<file path="src/hdl/oclw_pkg.sv">
// package for the object cache tag and policy controller
// constants, beat structs, result codes and the extent update function
// no dependencies
`default_nettype none

package oclw_pkg;

  localparam int ENTRIES = 31;
  localparam int ID_BITS = 16;

  localparam int IDX_W  = $clog2(ENTRIES);
  localparam int CNT_W  = $clog2(ENTRIES + 1);
  localparam int RANK_W = IDX_W;
  localparam int EXT_W  = ID_BITS + 1;
  localparam int CMP_W  = (ID_BITS > CNT_W) ? ID_BITS : CNT_W;

  localparam int CMD_W  = 2;
  localparam int OBJ_W  = 16;
  localparam int KIND_W = 3;
  localparam int SLOT_W = 5;

  localparam logic [CMD_W-1:0] CMD_READ  = 2'd0;
  localparam logic [CMD_W-1:0] CMD_WRITE = 2'd1;
  localparam logic [CMD_W-1:0] CMD_GROW  = 2'd2;
  localparam logic [CMD_W-1:0] CMD_NONE  = 2'd3;

  localparam logic [KIND_W-1:0] KIND_HIT   = 3'd0;
  localparam logic [KIND_W-1:0] KIND_FILL  = 3'd1;
  localparam logic [KIND_W-1:0] KIND_ZERO  = 3'd2;
  localparam logic [KIND_W-1:0] KIND_WB    = 3'd3;
  localparam logic [KIND_W-1:0] KIND_BLANK = 3'd4;

  typedef enum logic [1:0] {
    CMP_EQ,
    CMP_GE,
    CMP_LT
  } cmp_op_e;

  typedef struct packed {
    logic [CMD_W-1:0] command;
    logic [OBJ_W-1:0] object_id;
  } in_item_t;

  typedef struct packed {
    logic [KIND_W-1:0] kind;
    logic [OBJ_W-1:0]  record_id;
    logic [SLOT_W-1:0] slot;
    logic              last;
  } out_item_t;

  // raise the store extent so that record id lies inside it
  function automatic logic [EXT_W-1:0] ext_grow(input logic [EXT_W-1:0] ext,
                                                input logic [ID_BITS-1:0] id);
    logic [EXT_W-1:0] need;
    need = EXT_W'(id) + EXT_W'(2);
    return (need > ext) ? need : ext;
  endfunction

endpackage

`default_nettype wire

</file>
<file path="src/hdl/oclw_ram.sv">
// generic single write port, single read port ram with registered read
// no dependencies
`default_nettype none

module oclw_ram #(
  parameter int Width = 16,
  parameter int Depth = 31
) (
  input  wire logic                                   clk_i,
  input  wire logic                                   we_i,
  input  wire logic [((Depth > 1) ? $clog2(Depth) : 1)-1:0] waddr_i,
  input  wire logic [Width-1:0]                       wdata_i,
  input  wire logic [((Depth > 1) ? $clog2(Depth) : 1)-1:0] raddr_i,
  output logic      [Width-1:0]                       rdata_o
);

  logic [Width-1:0] mem_q [Depth];

  always_ff @(posedge clk_i) begin
    if (we_i) begin
      mem_q[waddr_i] <= wdata_i;
    end
    rdata_o <= mem_q[raddr_i];
  end

endmodule

`default_nettype wire

</file>
<file path="src/hdl/oclw_cmp.sv">
// shared compare unit of the cache walk: tag match, victim rank, recency aging
// depends on oclw_pkg
`default_nettype none

module oclw_cmp (
  input  wire oclw_pkg::cmp_op_e                op_i,
  input  wire logic [oclw_pkg::CMP_W-1:0]       a_i,
  input  wire logic [oclw_pkg::CMP_W-1:0]       b_i,
  output logic                                  hit_o
);

  always_comb begin
    case (op_i)
      oclw_pkg::CMP_EQ: hit_o = (a_i == b_i);
      oclw_pkg::CMP_GE: hit_o = (a_i >= b_i);
      oclw_pkg::CMP_LT: hit_o = (a_i < b_i);
      default:          hit_o = 1'b0;
    endcase
  end

endmodule

`default_nettype wire

</file>
<file path="src/hdl/object_cache_lru_writeback.sv">
// Tag and policy controller of a fully associative, 31-entry object cache with LRU
// replacement and writeback. One item is taken at a time; a sequencer walks the entries one
// per cycle, if not held, through a single-read-port tag ram and rank ram and one shared
// comparator: a hit walks the lookup to its entry, then the aging walk; a fill into a free
// entry, the full lookup and aging walk; a miss on a full cache adds the victim walk; a grow
// on a full cache runs the flush walk. Each result beat waits in an output register while
// stalled, and the sequencer holds whenever a new beat meets a stalled full register.
// depends on oclw_pkg, oclw_ram, oclw_cmp
`default_nettype none

module object_cache_lru_writeback (
  input  wire logic                clk_i,
  input  wire logic                rst_ni,
  input  wire logic                in_valid_i,
  output logic                     in_stall_o,
  input  wire oclw_pkg::in_item_t  in_data_i,
  output logic                     out_valid_o,
  input  wire logic                out_stall_i,
  output oclw_pkg::out_item_t      out_data_o
);

  typedef enum logic [2:0] {
    S_IDLE,
    S_LOOK,
    S_VICT,
    S_WB,
    S_FILL,
    S_TOUCH,
    S_FLUSH,
    S_BLANK
  } state_e;

  state_e                              state_q, state_d;
  logic [oclw_pkg::CNT_W-1:0]          k_q, k_d;
  logic [oclw_pkg::IDX_W-1:0]          e_q, e_d;
  logic [oclw_pkg::CNT_W-1:0]          old_q, old_d;
  logic [oclw_pkg::RANK_W-1:0]         best_q, best_d;
  logic                                hit_q, hit_d;
  logic [oclw_pkg::CMD_W-1:0]          cmd_q, cmd_d;
  logic [oclw_pkg::ID_BITS-1:0]        id_q, id_d;
  logic [oclw_pkg::ID_BITS-1:0]        vtag_q, vtag_d;
  logic [oclw_pkg::CNT_W-1:0]          in_use_q, in_use_d;
  logic [oclw_pkg::EXT_W-1:0]          ext_q, ext_d;
  logic [oclw_pkg::ENTRIES-1:0]        dirty_q, dirty_d;
  logic                                out_valid_q, out_valid_d;
  oclw_pkg::out_item_t                 out_q, out_d;

  logic [oclw_pkg::ID_BITS-1:0]        tag_rdata;
  logic [oclw_pkg::RANK_W-1:0]         rank_rdata;
  logic                                tag_we, rank_we;
  logic [oclw_pkg::RANK_W-1:0]         rank_wdata;
  logic [oclw_pkg::IDX_W-1:0]          k_idx;
  logic [oclw_pkg::IDX_W-1:0]          raddr;

  oclw_pkg::cmp_op_e                   cmp_op;
  logic [oclw_pkg::CMP_W-1:0]          cmp_a, cmp_b;
  logic                                cmp_hit;
  logic                                out_free;

  assign k_idx      = k_q[oclw_pkg::IDX_W-1:0];
  assign raddr      = k_d[oclw_pkg::IDX_W-1:0];
  assign out_free   = !out_valid_q || !out_stall_i;
  assign in_stall_o = (state_q != S_IDLE);
  assign out_valid_o = out_valid_q;
  assign out_data_o  = out_q;

  oclw_ram #(
    .Width(oclw_pkg::ID_BITS),
    .Depth(oclw_pkg::ENTRIES)
  ) u_tag_ram (
    .clk_i  (clk_i),
    .we_i   (tag_we),
    .waddr_i(e_q),
    .wdata_i(id_q),
    .raddr_i(raddr),
    .rdata_o(tag_rdata)
  );

  oclw_ram #(
    .Width(oclw_pkg::RANK_W),
    .Depth(oclw_pkg::ENTRIES)
  ) u_rank_ram (
    .clk_i  (clk_i),
    .we_i   (rank_we),
    .waddr_i(k_idx),
    .wdata_i(rank_wdata),
    .raddr_i(raddr),
    .rdata_o(rank_rdata)
  );

  oclw_cmp u_cmp (
    .op_i (cmp_op),
    .a_i  (cmp_a),
    .b_i  (cmp_b),
    .hit_o(cmp_hit)
  );

  always_comb begin
    state_d     = state_q;
    k_d         = k_q;
    e_d         = e_q;
    old_d       = old_q;
    best_d      = best_q;
    hit_d       = hit_q;
    cmd_d       = cmd_q;
    id_d        = id_q;
    vtag_d      = vtag_q;
    in_use_d    = in_use_q;
    ext_d       = ext_q;
    dirty_d     = dirty_q;
    out_valid_d = out_valid_q && out_stall_i;
    out_d       = out_q;
    tag_we      = 1'b0;
    rank_we     = 1'b0;
    rank_wdata  = '0;
    cmp_op      = oclw_pkg::CMP_EQ;
    cmp_a       = oclw_pkg::CMP_W'(tag_rdata);
    cmp_b       = oclw_pkg::CMP_W'(id_q);

    case (state_q)
      S_IDLE: begin
        k_d = '0;
        if (in_valid_i) begin
          cmd_d = in_data_i.command;
          id_d  = oclw_pkg::ID_BITS'(in_data_i.object_id);
          if (in_data_i.command == oclw_pkg::CMD_GROW) begin
            if (in_use_q == oclw_pkg::CNT_W'(oclw_pkg::ENTRIES)) begin
              state_d = S_FLUSH;
            end else begin
              state_d = S_BLANK;
            end
          end else if (in_data_i.command != oclw_pkg::CMD_NONE) begin
            state_d = S_LOOK;
          end
        end
      end

      S_LOOK: begin
        if (k_q >= in_use_q) begin
          hit_d = 1'b0;
          old_d = oclw_pkg::CNT_W'(oclw_pkg::ENTRIES);
          if (in_use_q < oclw_pkg::CNT_W'(oclw_pkg::ENTRIES)) begin
            e_d      = in_use_q[oclw_pkg::IDX_W-1:0];
            in_use_d = in_use_q + oclw_pkg::CNT_W'(1);
            state_d  = S_FILL;
          end else begin
            k_d     = '0;
            best_d  = '0;
            state_d = S_VICT;
          end
        end else if (cmp_hit) begin
          hit_d   = 1'b1;
          e_d     = k_idx;
          old_d   = oclw_pkg::CNT_W'(rank_rdata);
          state_d = S_FILL;
        end else begin
          k_d = k_q + oclw_pkg::CNT_W'(1);
        end
      end

      S_VICT: begin
        cmp_op = oclw_pkg::CMP_GE;
        cmp_a  = oclw_pkg::CMP_W'(rank_rdata);
        cmp_b  = oclw_pkg::CMP_W'(best_q);
        if (cmp_hit) begin
          best_d = rank_rdata;
          e_d    = k_idx;
          vtag_d = tag_rdata;
        end
        if (k_q == oclw_pkg::CNT_W'(oclw_pkg::ENTRIES - 1)) begin
          state_d = S_WB;
        end else begin
          k_d = k_q + oclw_pkg::CNT_W'(1);
        end
      end

      S_WB: begin
        if (!dirty_q[e_q]) begin
          state_d = S_FILL;
        end else if (out_free) begin
          out_valid_d     = 1'b1;
          out_d.kind      = oclw_pkg::KIND_WB;
          out_d.record_id = oclw_pkg::OBJ_W'(vtag_q);
          out_d.slot      = oclw_pkg::SLOT_W'(e_q);
          out_d.last      = 1'b0;
          ext_d           = oclw_pkg::ext_grow(ext_q, vtag_q);
          state_d         = S_FILL;
        end
      end

      S_FILL: begin
        k_d = '0;
        if (out_free) begin
          out_valid_d     = 1'b1;
          out_d.record_id = oclw_pkg::OBJ_W'(id_q);
          out_d.slot      = oclw_pkg::SLOT_W'(e_q);
          out_d.last      = 1'b1;
          if (hit_q) begin
            out_d.kind = oclw_pkg::KIND_HIT;
            if (cmd_q == oclw_pkg::CMD_WRITE) begin
              dirty_d[e_q] = 1'b1;
            end
          end else begin
            if ((oclw_pkg::EXT_W'(id_q) + oclw_pkg::EXT_W'(1)) < ext_q) begin
              out_d.kind = oclw_pkg::KIND_FILL;
            end else begin
              out_d.kind = oclw_pkg::KIND_ZERO;
            end
            tag_we       = 1'b1;
            dirty_d[e_q] = (cmd_q == oclw_pkg::CMD_WRITE);
          end
          state_d = S_TOUCH;
        end
      end

      S_TOUCH: begin
        cmp_op = oclw_pkg::CMP_LT;
        cmp_a  = oclw_pkg::CMP_W'(rank_rdata);
        cmp_b  = oclw_pkg::CMP_W'(old_q);
        if (k_idx == e_q) begin
          rank_we    = 1'b1;
          rank_wdata = '0;
        end else if (cmp_hit) begin
          rank_we    = 1'b1;
          rank_wdata = rank_rdata + oclw_pkg::RANK_W'(1);
        end
        if (k_q == in_use_q - oclw_pkg::CNT_W'(1)) begin
          state_d = S_IDLE;
        end else begin
          k_d = k_q + oclw_pkg::CNT_W'(1);
        end
      end

      S_FLUSH: begin
        if (!dirty_q[k_idx] || out_free) begin
          if (dirty_q[k_idx]) begin
            out_valid_d     = 1'b1;
            out_d.kind      = oclw_pkg::KIND_WB;
            out_d.record_id = oclw_pkg::OBJ_W'(tag_rdata);
            out_d.slot      = oclw_pkg::SLOT_W'(k_idx);
            out_d.last      = 1'b0;
            ext_d           = oclw_pkg::ext_grow(ext_q, tag_rdata);
            dirty_d[k_idx]  = 1'b0;
          end
          if (k_q == oclw_pkg::CNT_W'(oclw_pkg::ENTRIES - 1)) begin
            in_use_d = '0;
            state_d  = S_BLANK;
          end else begin
            k_d = k_q + oclw_pkg::CNT_W'(1);
          end
        end
      end

      S_BLANK: begin
        if (out_free) begin
          out_valid_d     = 1'b1;
          out_d.kind      = oclw_pkg::KIND_BLANK;
          out_d.record_id = oclw_pkg::OBJ_W'(id_q);
          out_d.slot      = '0;
          out_d.last      = 1'b1;
          ext_d           = oclw_pkg::ext_grow(ext_q, id_q);
          state_d         = S_IDLE;
        end
      end

      default: begin
        state_d = S_IDLE;
      end
    endcase
  end

  always_ff @(posedge clk_i or negedge rst_ni) begin
    if (!rst_ni) begin
      state_q     <= S_IDLE;
      k_q         <= '0;
      in_use_q    <= '0;
      ext_q       <= '0;
      dirty_q     <= '0;
      out_valid_q <= 1'b0;
      e_q         <= '0;
      old_q       <= '0;
      best_q      <= '0;
      hit_q       <= 1'b0;
      cmd_q       <= oclw_pkg::CMD_READ;
      id_q        <= '0;
      vtag_q      <= '0;
      out_q       <= '0;
    end else begin
      state_q     <= state_d;
      k_q         <= k_d;
      in_use_q    <= in_use_d;
      ext_q       <= ext_d;
      dirty_q     <= dirty_d;
      out_valid_q <= out_valid_d;
      e_q         <= e_d;
      old_q       <= old_d;
      best_q      <= best_d;
      hit_q       <= hit_d;
      cmd_q       <= cmd_d;
      id_q        <= id_d;
      vtag_q      <= vtag_d;
      out_q       <= out_d;
    end
  end

  // occupancy never passes the entry count
  assert property (@(posedge clk_i) disable iff (!rst_ni)
    in_use_q <= oclw_pkg::CNT_W'(oclw_pkg::ENTRIES))
    else $error("entry count overflow");

  // a writeback beat never closes an item
  assert property (@(posedge clk_i) disable iff (!rst_ni)
    out_valid_q && (out_q.kind == oclw_pkg::KIND_WB) |-> !out_q.last)
    else $error("writeback marked last");

  // the aging walk stays inside the occupied entries
  assert property (@(posedge clk_i) disable iff (!rst_ni)
    (state_q == S_TOUCH) |-> (k_q < in_use_q))
    else $error("touch walk out of range");

  // a finished flush leaves no dirty entry and an empty cache
  assert property (@(posedge clk_i) disable iff (!rst_ni)
    (state_q == S_BLANK) && ($past(state_q) == S_FLUSH) |-> (dirty_q == '0) && (in_use_q == '0))
    else $error("flush left dirty entries");

  // an accepted access starts with the tag lookup
  assert property (@(posedge clk_i) disable iff (!rst_ni)
    in_valid_i && !in_stall_o && ((in_data_i.command == oclw_pkg::CMD_READ) ||
    (in_data_i.command == oclw_pkg::CMD_WRITE)) |=> (state_q == S_LOOK))
    else $error("access did not start lookup");

endmodule

`default_nettype wire

</file>
<file path="config.mk">
export PLATFORM = sky130hd
export DESIGN_NAME = object_cache_lru_writeback
export DESIGN_NICKNAME = d
export VERILOG_FILES = /design/src/hdl/oclw_pkg.sv /design/src/hdl/oclw_ram.sv /design/src/hdl/oclw_cmp.sv /design/src/hdl/object_cache_lru_writeback.sv
export SDC_FILE = /design/constraint.sdc
export NUM_CORES = 1
export LEC_CHECK = 0
export BUFFER_PORTS_ARGS = -buffer_cell sky130_fd_sc_hd__buf_2
export CORE_UTILIZATION = 60
export DETAILED_ROUTE_END_ITERATION = 7
export PLACE_DENSITY_LB_ADDON = 0.1
export SYNTH_ARGS = -nofsm -noshare
export SYNTH_HDL_FRONTEND = slang
export SYNTH_SLANG_ARGS = --single-unit
</file>
<file path="constraint.sdc">
create_clock -name clk_i -period 11.5 [get_ports clk_i]
set_input_delay 1.15 -clock clk_i [delete_from_list [all_inputs] [get_ports clk_i]]
set_output_delay 1.15 -clock clk_i [all_outputs]
set_load 0.03 [all_outputs]
</file>
# == Yosys cells after proc, flatten, opt, wreduce, memory -nomap -nowiden ==
# Memory sizes are Yosys's and may differ from the RTL's. A register that Yosys moved wholly into a read port is not among the register bits.
# Cells that the tools add are included.
# word_totals
ff_bits,137
latchBits,0
mem_bits_rw,651
rom_bits,0
inputBits,22
output_inout_bits,27
elab_cells,205
n_memories,2
# classes
addsub,8
multipliers,0
div,0
order_cmp,12
n_eq_ne,39
shift,0
n_mux,94
bitwise,3
n_reduce_logical,30
# mem_list
memory,depth,width,rd,rd_ports_with_merged_regs,write_ports,line_no,rtl
u_tag_ram.mem_q,31,16,1,1,1,oclw_ram.sv:17,logic [Width-1:0] mem_q [Depth];
u_rank_ram.mem_q,31,5,1,1,1,oclw_ram.sv:17,
# op_table
operator,count
$mux W31,5
$mux W25,6
$mux W17,8
$mux W5,20
$pmux W25 S4,1
$pmux W31 S2,1
$add A16 B2 Y17 const B,3
$gt A17 B17 Y1,3
$pmux W17 S3,1
$mux W3,14
$ne A2 B2 Y1 const B,18
$pmux W16 S2,1
$and A31 B31 Y31,1
$bwmux W31,1
$not A31 Y31,1
$or A31 B31 Y31,1
$pmux W5 S2,3
$pmux W5 S5,1
$pmux W3 S8,1
$mux W1,21
$add A16 B1 Y17 const B,1
$lt A17 B17 Y1,1
$eq A16 B16 Y1,1
$ge A16 B16 Y1,1
36 further kinds,71

# == Depth between registers and ports, before layout ==
# depth
ltp_word,10
ltp_mapped,26
ltp_nobuf,19

# == Modules after synthesis ==
# Synthesis repeated with hierarchy kept, for this count alone.
# hier_totals
cells_unflattened,2584
area_unflattened_um2,37566.0
# by_module_without_submodules
mod,instances,cells_each,area_each_um2,seq_area_each_um2
oclw_ram (u_tag_ram),1,933,19553.8,15214.6
object_cache_lru_writeback,1,1249,11190.7,3428.3
oclw_ram (u_rank_ram),1,340,6389.9,4754.6
oclw_cmp,1,62,431.7,0.0

# == Worst setup path after synthesis ==
# OpenSTA, ideal clock, no wires.
# synth_path
kind,reg2reg
from,reg state_q[2]
to,reg u_tag_ram.rdata_o[4] (read register of u_tag_ram.mem_q)
setup_ns,0.133
arrival_time_ns,5.179
required_time_ns,11.367
path_slack_ns,6.188
stages_incl_launch_ff,26
n_path_buf,8
synth_period_minus_slack_ns,5.312
cell_sequence,dfrtp_1 clkbuf_1 inv_1 clkbuf_1 nor2_1 clkbuf_1 nor2_1 clkbuf_1 clkbuf_1 nand2_1 ha_1 nand4_1 nor3_1 a21bo_2 and4_1 o311a_1 a2111oi_4 inv_2 buf_6 buf_4 buf_2 mux2i_1 mux2i_1 a22o_1 a211oi_1 nand4_1
# synth_via
elab_chain_len,8
word_cells_on_any_way,21
classes_between,order compare (2); eq/ne (8); mux (7); reduce/logical (4)
# synth_rtl
item,line_no,rtl
start: declaration,object_cache_lru_writeback.sv:33,"state_e state_q, state_d;"
start signal: assignment,object_cache_lru_writeback.sv:289,state_q <= state_d;
$eq A3 B3 Y1 / $eq A3 B2 Y1 (equally long branches),object_cache_lru_writeback.sv:120,case (state_q)
$reduce_or A2 Y1 (no source line),--,
$mux W16,object_cache_lru_writeback.sv:120,
$lt A16 B16 Y1 (tied with other cells),oclw_cmp.sv:16,oclw_pkg::CMP_LT: hit_o = (a_i < b_i);
$pmux W1 S3,oclw_cmp.sv:13,case (op_i)
$mux W5,object_cache_lru_writeback.sv:151,end else if (cmp_hit) begin
$mux W5,object_cache_lru_writeback.sv:139,if (k_q >= in_use_q) begin
$pmux W5 S5 *,object_cache_lru_writeback.sv:120,
end: declaration,oclw_ram.sv:14,output logic [Width-1:0] rdata_o
# Every way passes the cells marked *; elsewhere a longest branch is shown, timed or not.
# A chain may end at the register's enable or synchronous reset.

# == Worst setup path in the final report ==
# layout_path
from,reg state_q[1]
to,reg u_rank_ram.rdata_o[3] (read register of u_rank_ram.mem_q)
# layout_via
elab_chain_len,8
word_cells_on_any_way,21
classes_between,order compare (2); eq/ne (8); mux (7); reduce/logical (4)
# layout_rtl
item,line_no
$eq A3 B3 Y1 / $eq A3 B2 Y1 (equally long branches),object_cache_lru_writeback.sv:120
$reduce_or A2 Y1 (no source line),--
$mux W16,object_cache_lru_writeback.sv:120
$lt A16 B16 Y1 (tied with other cells),oclw_cmp.sv:16
$pmux W1 S3,oclw_cmp.sv:13
$mux W5,object_cache_lru_writeback.sv:151
$mux W5,object_cache_lru_writeback.sv:139
$pmux W5 S5 *,object_cache_lru_writeback.sv:120
end: declaration,oclw_ram.sv:14
# Marks and branches as above.

==> metrics.cfg <==
[yosys]
synthAdderAreaFrac=0.0343
ys_seq_area_frac=0.635
yosys-top-cells-count=651 x edfxtp_1, 247 x nand2_1, 176 x nor2_1, 137 x dfrtp_1, 129 x mux2i_1
synth.top_cells.by_area=edfxtp_1 53%, dfrtp_1 9.3%, mux4_2 6.9%
ys_seq_elements=809
synth_top_family_by_area=multiplexers
yosysTopAreaCellShare=0.531
yosysUniqueCellTypes=76
ys_async_sr_fraction=0.169
synth.area.mux_share=0.122
syn_area_mm2=0.0368
ys.flop_type=edfxtp_1
synth-edff-count=651
synth_compound_area_frac=0.0723
syn_inst=2656
ys_warn_count=0
synth_top_area_cell=edfxtp_1
syn_nets=2779
synth-simple-area-share=0.0967
synth.most_common_cell=edfxtp_1
synth_xor_xnor_area_share=0.0159
syn_area_per_cell_um2=13.9

[global_route]
grt_pass1_vias=23700
grt_pass1_wl_mm=150
groute.usage.overall=0.325
grt_overflow=0
grt_max_degree=134
antenna_found_initial=0

[timing]
worst_slew_pin_slew_ns=1.29
drv_slew=0
holdWs_ns=0.496
fin_crit_ns=7.30
finalHoldViolations=0
timing.fmax_ghz=0.137
fin_tns_setup_ns=0
fin_skew_ns=0.0228
finalSetupViolations=0
relSlewSlack=0.139
fin_crit_sh=0.635
rsz0062_at_grt=no
worst_slack_ns=4.20

[clocking]
numCtsBuffers=83
clk_path_buf_depth=3
clk_latency_ns=0.64
htreeDepth=3
ctsResizeCount=0
cts_tree=built
hold_buffers=0
path_clk_slew_ns=0.06
clockRootBuffer=clkbuf_16
clkSinkCount=809
cts_setup_buffers=0

[place]
dp_hpwl_mm=62.4
io_buffers=48
dp_slack_ns=4.33
routabilityCongestion=0.953

[worst_hold_path]
hp-class=flop to flop
hold_start=best_q[1]

[setup_path]
crit_type=flop to flop
cp.arrival_ns=7.79
start_kind=flop
critPathLaunch=state_q[1]
cp-end-kind=flop
cp_max_fo=49
crit_required_ns=11.98
timing.rr.start=state_q[1]

[power_and_ir_drop]
ir_worst_vdd_v=0.000251
cellLeakagePower_uw=0.0146
total_power_uw=11200
p_per_area_mw_per_mm2=275

[floorplanning]
initial_core_util=0.609
die-area_mm2=0.0624
ios=49
rows=90
design.core.area_mm2=0.0605
die_w_um=250
die_h_um=250

[detailed_routing]
antenna_left=0
firstDrtPassIters=6
drc_errors=0
drt_wl_total_mm=99.0
dr.first_iter.drc_count=2464
routedWlPerCell_um=27.8
avgViaCountPerCell=6.62
route.vias.total=23600

[outcome]
outcome=completed

[final_layout]
utilization=0.676
insertedDiodeCount=0
drive_above_1_share=0.165
num-nets-final=2829
area_delta_synth_final_pct=10.9

[flow_run]
max_cap_viol_count=0

==> cells by family after synthesis <==
family                     after synthesis
AOI/OAI and AO/OA                      417
xor gates and xnor gates                67
adders and majority gates              101
buffers and inverters                  208
DFF                                    809
muxes                                  301
and+or+nand+nor                        753
==> final timing paths <==
check	to	slack [ns]	depth (start not counted)
setup / recovery	u_rank_ram.rdata_o[3]	4.20	18
hold / removal	best_q[1]	0.50	2
setup reg to reg	u_rank_ram.rdata_o[3]	4.20	18
hold reg to reg	best_q[1]	0.50	2
max in group asynchronous	ext_q[11]	9.55	2
min in group asynchronous	in_use_q[0]	0.51	1
==> per-stage QoR <==
step           instance area (um2)  cells
2_1_floorplan                36800   2656
3_3_place_gp                 38100   3403
3_5_place_dp                 38100   3403
4_1_cts                      40900   3557
5_1_grt                      40900   3557
6_report                     40900   3557
==> worst max-delay path: stages (launching register included) <==
cell	delay (ns)
dfrtp_1	0.77
nand2_1	0.28
nor2_1	0.75
nor2_1	0.12
buf_4	0.25
mux2_2	0.29
ha_1	0.28
nand4_1	0.12
nor3_1	0.23
a21bo_2	0.28
and4_1	0.24
nor2_1	0.23
a41oi_1	0.20
a311oi_4	0.28
buf_4	0.72
inv_1	0.73
and3_1	0.85
a22oi_1	0.36
o211ai_1	0.13
==> metal layers <==
metal | wire length (um) | GRT usage | vias up
met5 | 0 | 0 | -
li1 | - | - | 10200
met4 | 3540 | 0.131 | 0
met3 | 8800 | 0.0577 | 203
met2 | 46500 | 0.511 | 1185
met1 | 40100 | 0.454 | 12000
==> power breakdown <==
part	internal [uW]	total [uW]	switching, uW
Clock	1590	2730	1130
Combinational	1730	4450	2720
Sequential	3720	4060	341
==> final cells by class <==
| class | count | area (um2) |
|---|---|---|
| Tap cell | 782 | 978 |
| Multi-Input combinational cell | 1639 | 12700 |
| Timing Repair Buffer | 128 | 860 |
| Fill cell | 4225 | 19600 |
| Inverter | 45 | 176 |
| Sequential cell | 809 | 23400 |
| Clock inverter | 41 | 472 |
| Clock buffer | 113 | 2300 |
==> cell usage in the layout, fill, tap and decap left out, drive strengths merged, types with 27 or more instances in the layout <==
cell type  Yosys  routed
nor2b         58      58
clkbuf       109     113
dfrtp        137     137
clkinv         0      27
xnor2         45      45
nand3        120     120
ha           101     101
a22o          30      30
edfxtp       651     651
mux4         113     113
a21oi        111     111
buf           54     128
inv           45      50
mux2          59      59
o21ai        120     120
nand4         47      47
nor2         176     176
mux2i        129     129
nand2        247     247
==> registers in the layout (all words and copies together), names as in the netlist <==
signal	cells
out_valid_o	1
u_tag_ram.rdata_o	16
e_q	5
u_tag_ram.mem_q	496
u_rank_ram.mem_q	155
id_q	16
best_q	5
out_data_o	25
dirty_q	31
ext_q	17
hit_q	1
old_q	5
u_rank_ram.rdata_o	5
in_use_q	5
k_idx	5
vtag_q	16
state_q	3
cmd_q	2
Note: power is estimated with default switching activity, not from simulation.
